==> src/rtl/core/tsw_ram.sv <==
// generic single-port-write, single-read ram with registered read
// no dependencies
`timescale 1ns / 1ps
`default_nettype none
module tsw_ram #(
  parameter int unsigned Width = 8,
  parameter int unsigned Depth = 16
) (
  input  wire logic                     clk_i,
  input  wire logic                     we_i,
  input  wire logic [$clog2(Depth)-1:0] waddr_i,
  input  wire logic [Width-1:0]         wdata_i,
  input  wire logic [$clog2(Depth)-1:0] raddr_i,
  output logic      [Width-1:0]         rdata_o
);
  logic [Width-1:0] mem_q [Depth];

  // write port and registered read port
  always_ff @(posedge clk_i) begin
    if (we_i) begin
      mem_q[waddr_i] <= wdata_i;
    end
    rdata_o <= mem_q[raddr_i];
  end
endmodule
`default_nettype wire

==> config.mk <==
export PLATFORM = sky130hd
export DESIGN_NAME = tsw_ram
export DESIGN_NICKNAME = d
export VERILOG_FILES = /design/src/rtl/core/tsw_ram.sv
export SDC_FILE = /design/constraint.sdc
export NUM_CORES = 1
export LEC_CHECK = 0
export BUFFER_PORTS_ARGS = -buffer_cell sky130_fd_sc_hd__buf_2
export CORE_ASPECT_RATIO = 2
export CORE_UTILIZATION = 63
export CTS_BUF_LIST = sky130_fd_sc_hd__clkbuf_8
export CTS_CLUSTER_SIZE = 20
export DETAILED_ROUTE_END_ITERATION = 12
export GPL_TIMING_DRIVEN = 0
export PLACE_DENSITY_LB_ADDON = 0.08
export SLEW_MARGIN = 10
export SYNTH_ARGS = -nofsm -noshare
export SYNTH_HDL_FRONTEND = slang
export SYNTH_SLANG_ARGS = --single-unit
==> constraint.sdc <==
create_clock -name clk_i -period 1.8 [get_ports clk_i]
set_input_delay 0 -clock clk_i [delete_from_list [all_inputs] [get_ports clk_i]]
set_output_delay 0 -clock clk_i [all_outputs]
set_load 0.1 [all_outputs]
==> results.rst, run 1 <==
.. list-table::
   :header-rows: 1

   * - Metric
     - Value
   * - Share of synthesized area occupied by flip-flops and latches
     - 0.778
   * - Synth top area share
     - 0.747
   * - Flip-flop and latch area
     - 4000 um2
   * - Quantity of I/O buffers inserted on ports
     - 24
   * - Biggest fanout along the worst timing path
     - 1
   * - Starting utilization of the core area
     - 0.648
   * - Die W
     - 65.9 um
   * - Final weighted congestion in routability-driven placement
     - 0.766
   * - Hold Crit Class
     - input port to register
   * - Crit path time final
     - 1.39 ns
   * - TritonCTS clock tree
     - built
   * - Post-Synthesis Net Count
     - ~250
   * - Number of nets at the end of the flow
     - 298
   * - Outcome
     - completed
   * - Unrepaired setup endpoints after global routing
     - false
   * - Max Clock Freq
     - roughly 0.72 GHz
   * - Finished Cell Area
     - 5930 um2
   * - Post-synthesis share of cell area spent on xor and xnor gates
     - 0
   * - Finished Core Util
     - 0.747
   * - Pwr per Cell Area
     - about 1100 nW/um2
   * - Power spent charging and discharging nets
     - 1.44 mW
   * - H-tree lvl count
     - 4
   * - Fraction of the mapped netlist area in compound gates
     - 0.0233
   * - Via count of the routed design
     - between 2000 and 2500
   * - Clock transition at the registers of the reported paths
     - roughly 0.08 ns
   * - Dominant combinational cell family by area after synthesis
     - multiplexers
   * - Synthesis Warnings
     - 0
   * - Setup slack at placement
     - roughly 0.052 ns
   * - Delay of the slowest cell on the worst path
     - 0.50 ns
   * - Proportion of layout cells with a drive suffix above 1
     - 0.300
   * - LEAKAGE
     - 2.00 nW
   * - Number of instances in the placed design
     - between 300 and 400
   * - Cell type with the largest total area after synthesis
     - sky130_fd_sc_hd__edfxtp_1
   * - Worst rel slew slack
     - 0.423
   * - GRT Util Overall
     - 0.257
   * - Critical-path top delay cell
     - sky130_fd_sc_hd__mux4_1
   * - Filler cell count
     - roughly 480
   * - Critical path class
     - register to register
   * - Top-level port count
     - 26
   * - Period Utilization, post-route
     - 0.775
   * - Reported max-cap violation count
     - 0
   * - Synthesis-to-layout area growth
     - 15.3%
   * - Clock network fraction of total power
     - 0.399
   * - Internal power contribution
     - 5.31 mW
   * - HPWL after detailed placement
     - 6.30 mm
   * - Transition time at the pin with the least slew margin
     - 0.862 ns
   * - Clock latency at the later pin of the worst-skew pair
     - about 0.43 ns
   * - Arithmetic-cell share of the synthesized area counting full adders, half adders and majority gates
     - 0
   * - Kind of start point of the critical path
     - register
   * - Vias per std cell
     - 6.24
   * - Critical path buffer and inverter count
     - 0
   * - Antenna Cells
     - 0
   * - Total of flip-flops plus latches after synthesis
     - 136
   * - Area of the multi-input gates
     - 1080 um2
   * - Maximum vdd ir drop
     - 0.950 mV
   * - Final count of negative-setup-slack endpoints
     - 0
   * - Number of buffers added by the clock tree synthesis step
     - 17
   * - Total power consumption of the routed design
     - 6.74 mW
   * - Average wire per standard cell
     - ~24 um
   * - Root cell of the clock tree
     - sky130_fd_sc_hd__clkbuf_8
   * - Post-synthesis mux area share
     - 0.150
   * - GR Overflow Total
     - 0
   * - Dominant cells by area after synthesis
     - sky130_fd_sc_hd__edfxtp_1 (75%), sky130_fd_sc_hd__mux4_2 (7.9%), sky130_fd_sc_hd__mux4_1 (7.1%)
   * - Smallest setup slack after layout
     - between 0.4 and 0.5 ns
   * - Post-cts repair resize count
     - 0
   * - Final std cells w/o fill
     - 389
   * - Switching part of the total power
     - 0.213
   * - CP required
     - 2.11 ns
   * - Maximum number of buffers from clock root to sink
     - 2
   * - Core area
     - 7940 um2
   * - Post-Synthesis Cells
     - 229
   * - Overall routed net length
     - 9.44 mm
   * - Number of cell rows
     - 46
   * - Crit end category
     - register
   * - Cells along the critical path
     - mux4_1 > a22oi_1 > nand2_1
   * - Portion of total power attributed to combinational logic
     - 0.074
   * - Number of distinct library cells after synthesis
     - 19
   * - Power share of the sequential group
     - 0.527
   * - Cell Area, Synth
     - between 5000 and 6000 um2
   * - Final Hold Violating Endpoints
     - 0
   * - Wire length of the first global-routing pass
     - 14.4 mm
   * - Number of design rule violations left after detail routing
     - 0
   * - Antenna violations before repair
     - 0
   * - Height of the die
     - approximately 130 um
   * - Die ar.
     - 8560 um2
   * - Average footprint of a synthesized cell
     - 22.5 um2
   * - Antenna-violating nets left
     - 0
   * - Clock tree skew after final layout
     - 0.00885 ns
   * - Placement Cell Area
     - 5400 um2
   * - Share of synthesized cell area in and, or, nand and nor gates
     - 0.0318
   * - Initial DRC count
     - 284
   * - Vias in the first global route
     - ~2500
   * - Clock net sink count
     - 136
   * - Maximum number of pins on one net before global-route repair
     - 17
   * - Iteration count of the initial detailed-routing pass
     - 5
   * - CP delay by family, top
     - multiplexers
   * - Number of pins exceeding their max-slew limit in the final report
     - 0
   * - Arrival time of the worst setup path
     - roughly 1.7 ns
## area by class of cell
cell class	count	area share
buffer	10	0.0145
clock buffer	20	0.0464
clock inverter	12	0.0289
multi-input combinational	83	0.182
sequential	136	0.675
tap	96	0.0202
timing repair buffer	32	0.0337
## timing repair
item,in CTS,in global routing
buffers inserted,0,0
hold buffers,8,0
endpoints found under the hold margin,128,0
## per-layer routing
| metal | global-route usage | wire (um) | vias to the layer above |
|---|---|---|---|
| met4 | 0.102 | 235 | 0 |
| met5 | 0 | 0 | - |
| li1 | - | - | 1077 |
| met1 | 0.311 | 3390 | 1241 |
| met2 | 0.440 | 5340 | 92 |
| met3 | 0.0603 | 475 | 19 |
## logic make-up after synthesis
group	after synthesis
DFF	136
and+or+nand+nor	35
muxes	32
AOI/OAI and AO/OA	16
buffers and inverters	10
## worst paths after layout
check	start	endpoint	slack (ns)	cells after the start
worst min-delay path	waddr_i[0]	mem_q[12][7]	0.09	2
worst max-delay path	mem_q[0][2]	rdata_o[2]	0.41	3
worst max register to register	mem_q[0][2]	rdata_o[2]	0.41	3
worst min register to register	mem_q[8][5]	rdata_o[5]	0.69	3
## flip-flops by register name (all words and copies together), names as in the netlist
register and cells:
rdata_o 8, mem_q 128
## cell usage in the layout (no fill, tap or decap)
cell,count
sky130_fd_sc_hd__a22oi_1,16
sky130_fd_sc_hd__and2_1,1
sky130_fd_sc_hd__and2b_1,1
sky130_fd_sc_hd__buf_2,27
sky130_fd_sc_hd__buf_4,1
sky130_fd_sc_hd__buf_6,3
sky130_fd_sc_hd__bufinv_16,4
sky130_fd_sc_hd__clkbuf_8,20
sky130_fd_sc_hd__clkdlybuf4s25_2,3
sky130_fd_sc_hd__clkinv_1,1
sky130_fd_sc_hd__clkinv_2,3
sky130_fd_sc_hd__clkinv_4,1
sky130_fd_sc_hd__clkinvlp_4,2
sky130_fd_sc_hd__dfxtp_1,8
sky130_fd_sc_hd__dlygate4sd3_1,8
sky130_fd_sc_hd__edfxtp_1,128
sky130_fd_sc_hd__inv_6,1
sky130_fd_sc_hd__mux4_1,14
sky130_fd_sc_hd__mux4_2,18
sky130_fd_sc_hd__nand2_1,9
sky130_fd_sc_hd__nand2b_1,2
sky130_fd_sc_hd__nand3_1,1
sky130_fd_sc_hd__nand3b_1,2
sky130_fd_sc_hd__nor2_1,13
sky130_fd_sc_hd__nor2b_1,1
sky130_fd_sc_hd__nor3_2,4
sky130_fd_sc_hd__or3b_2,1
## power groups by stage
| stage | sequential, mW | combinational (mW) | clock (mW) |
|---|---|---|---|
| global route | 3.56 | 0.525 | 2.85 |
| detailed placement | 3.63 | 0.489 | 0 |
| global placement | 3.62 | 0.482 | 0 |
| CTS | 3.56 | 0.503 | 2.72 |
| finish | 3.56 | 0.498 | 2.69 |
| floorplan | 3.78 | 0.180 | 0 |
## metrics by stage
step	hold WS (ns)	setup TNS [ns]
after global placement	0.392	-2.25
after CTS	0.0367	0
after detailed placement	0.409	0
after global routing	0.0924	0
after floorplan	0.0989	0
final	0.0883	0
## synthesized netlist by cell type, drive strengths merged
cell,instances
nor3,4
nor2b,1
edfxtp,128
and2,1
or3b,1
nor2,13
nand2b,2
mux4,32
clkdlybuf4s25,3
buf,7
dfxtp,8
nand3,1
and2b,1
a22oi,16
nand3b,2
nand2,9
No activity file was read; power rests on OpenSTA's default activity.
==> run 2: changes to the inputs <==
Clock period 1.8 ns to 1.3 ns, I/O delays scaled along.
==> results.rst, run 2 (synthesis results as in run 1) <==
.. list-table::
   :header-rows: 1

   * - Metric
     - Value
   * - Outcome
     - completed
   * - Delay of the slowest cell on the worst path
     - 0.55 ns
   * - Placement Cell Area
     - 5390 um2
   * - CP required
     - 1.61 ns
   * - Cell depth of the worst setup path
     - 3
   * - Arrival time of the worst setup path
     - approximately 1.6 ns
   * - Overall routed net length
     - roughly 9.5 mm
   * - Biggest fanout along the worst timing path
     - 1
   * - Smallest setup slack after layout
     - 0.00677 ns
   * - Filler cell count
     - 484
   * - Die ar.
     - 8560 um2
   * - Critical-path top delay cell
     - sky130_fd_sc_hd__mux4_2
   * - Number of cell rows
     - 46
   * - Proportion of layout cells with a drive suffix above 1
     - 0.341
   * - Period Utilization, post-route
     - 0.995
   * - GR Overflow Total
     - 0
   * - Clock latency at the later pin of the worst-skew pair
     - roughly 0.42 ns
   * - Antenna Cells
     - 0
   * - Post-CTS Setup Inserts
     - 0
   * - Iteration count of the initial detailed-routing pass
     - 4
   * - Max Clock Freq
     - 0.773 GHz
   * - Accumulated negative setup slack
     - 0 ns
   * - Number of pins exceeding their max-slew limit in the final report
     - 0
   * - Initial DRC count
     - 214
   * - Most frequent standard cell in the layout excluding fill and tap cells
     - sky130_fd_sc_hd__edfxtp_1
   * - H-tree lvl count
     - 4
   * - Maximum number of buffers from clock root to sink
     - 2
   * - Setup slack on the worst flop-to-flop path
     - just under 0.007 ns
   * - Clock transition at the registers of the reported paths
     - ~0.07 ns
   * - Most flops, register
     - mem_q
   * - Top-level port count
     - 26
   * - TritonCTS clock tree
     - built
   * - Transition time at the pin with the least slew margin
     - 1.23 ns
   * - Root cell of the clock tree
     - sky130_fd_sc_hd__clkbuf_8
   * - Depth of the worst register-to-register path
     - 3
   * - Clock tree skew after final layout
     - 0.00666 ns
   * - Height of the die
     - 130 um
   * - Maximum vdd ir drop
     - between 1.5 and 2 mV
   * - Reported max-cap violation count
     - 0
   * - Final count of negative-setup-slack endpoints
     - 0
   * - Wire length of the first global-routing pass
     - around 14 mm
   * - Critical path buffer and inverter count
     - 0
   * - Antenna-violating nets left
     - 0
   * - Core area
     - 7940 um2
   * - Synthesis-to-layout area growth
     - 13.6%
   * - Clock net sink count
     - about 140
   * - Crit end category
     - register
   * - Quantity of I/O buffers inserted on ports
     - 24
   * - Number of nets at the end of the flow
     - 298
   * - Vias per std cell
     - 6.02
   * - Antenna violations before repair
     - 0
   * - Die W
     - 65.9 um
   * - LEAKAGE
     - 1.94 nW
   * - Final weighted congestion in routability-driven placement
     - ~0.74
   * - Finished Cell Area
     - 5850 um2
   * - Average wire per standard cell
     - 24.4 um
   * - Cells along the critical path
     - mux4_2 > a22oi_2 > nand2_1
   * - Number of flip-flops under the largest register name
     - 128
   * - Final Hold Violating Endpoints
     - 0
   * - Worst rel slew slack
     - 0.171
   * - Number of buffers added by the clock tree synthesis step
     - 17
   * - CP delay by family, top
     - multiplexers
   * - Unrepaired setup endpoints after global routing
     - true
   * - Kind of start point of the critical path
     - register
   * - Setup slack at placement
     - -0.473 ns
   * - Leading cell types in the layout, fill and taps excluded
     - sky130_fd_sc_hd__edfxtp_1 (128), sky130_fd_sc_hd__buf_2 (27), sky130_fd_sc_hd__mux4_2 (27)
   * - Cell depth of the worst min-delay path
     - 2
   * - Crit path time final
     - approximately 1.3 ns
   * - Hold Crit Class
     - input port to register
   * - Hold Worst Slack
     - around 0.090 ns
   * - GRT Util Overall
     - 0.254
   * - Pwr per Cell Area
     - 1480 nW/um2
   * - Critical path class
     - register to register
   * - Largest registers ranked by flip-flop count
     - mem_q (128), rdata_o (8)
   * - Via count of the routed design
     - between 2000 and 2500
   * - Maximum number of pins on one net before global-route repair
     - 17
   * - Vias in the first global route
     - 2457
   * - Starting utilization of the core area
     - 0.648
   * - HPWL after detailed placement
     - 6.38 mm
   * - Number of design rule violations left after detail routing
     - 0
## run 2: cell count changes in the layout (fill, tap and decap cells not counted), moves of 3 or more
cell	before	now
sky130_fd_sc_hd__a22oi_1	16	7
sky130_fd_sc_hd__a22oi_2	0	9
sky130_fd_sc_hd__mux4_1	14	5
sky130_fd_sc_hd__mux4_2	18	27
sky130_fd_sc_hd__clkbuf_8	20	17
sky130_fd_sc_hd__clkinv_2	3	6
sky130_fd_sc_hd__inv_1	0	3
## run 2: routing by layer
metal  wire [um]  share of wire  track usage
met5           0              0            0
met2        5520           0.58        0.451
met3         559          0.059       0.0691
met4         149          0.016        0.102
met1        3250           0.34        0.281
## run 2: cell type report
| class | count | area [um2] | area share |
|---|---|---|---|
| timing repair buffer | 32 | 200 | 0.0342 |
| multi-input combinational | 83 | 1080 | 0.185 |
| tap | 96 | 120 | 0.0205 |
| buffer | 10 | 86.3 | 0.0148 |
| sequential | 136 | 4000 | 0.685 |
| clock inverter | 15 | 120 | 0.0205 |
| clock buffer | 17 | 234 | 0.0400 |
## run 2: worst reg2reg max path: cells and delay by family (launching register included)
family | cells | cell delay (ns)
mux | 1 | 0.55
compound gates | 1 | 0.19
flops | 1 | 0.38
simple gates | 1 | 0.08
## run 2: stage by stage
stage | total power, mW | std cells | utilization
after floorplan | 5.48 | 229 | -
after global placement | 5.68 | 349 | 0.679
after detailed placement | 5.70 | 349 | 0.679
after CTS | 8.70 | 389 | 0.736
after global routing | 8.93 | 389 | 0.736
final | 8.67 | 389 | 0.736
## run 2: final timing paths
path	to	start
min	mem_q[0][7]	waddr_i[0]
min reg2reg	rdata_o[5]	mem_q[8][5]
max	rdata_o[1]	mem_q[7][1]
max reg2reg	rdata_o[1]	mem_q[7][1]
## run 2: timing repair
| item | 4_1_cts | 5_1_grt |
|---|---|---|
| gates resized for setup | 10 | 10 |
| hold buffers | 8 | 0 |
| endpoints found under the hold margin | 120 | 0 |
| endpoints found under the setup margin | 20 | 7 |
| pin swaps | 0 | 4 |
## run 2: report_power, final
| part | total (mW) | leakage, nW | internal (mW) | switching, mW |
|---|---|---|---|---|
| logic | 0.715 | 0.518 | 0.222 | 0.492 |
| clock network | 3.03 | 0.195 | 1.64 | 1.39 |
| registers | 4.93 | 1.22 | 4.90 | 0.0247 |
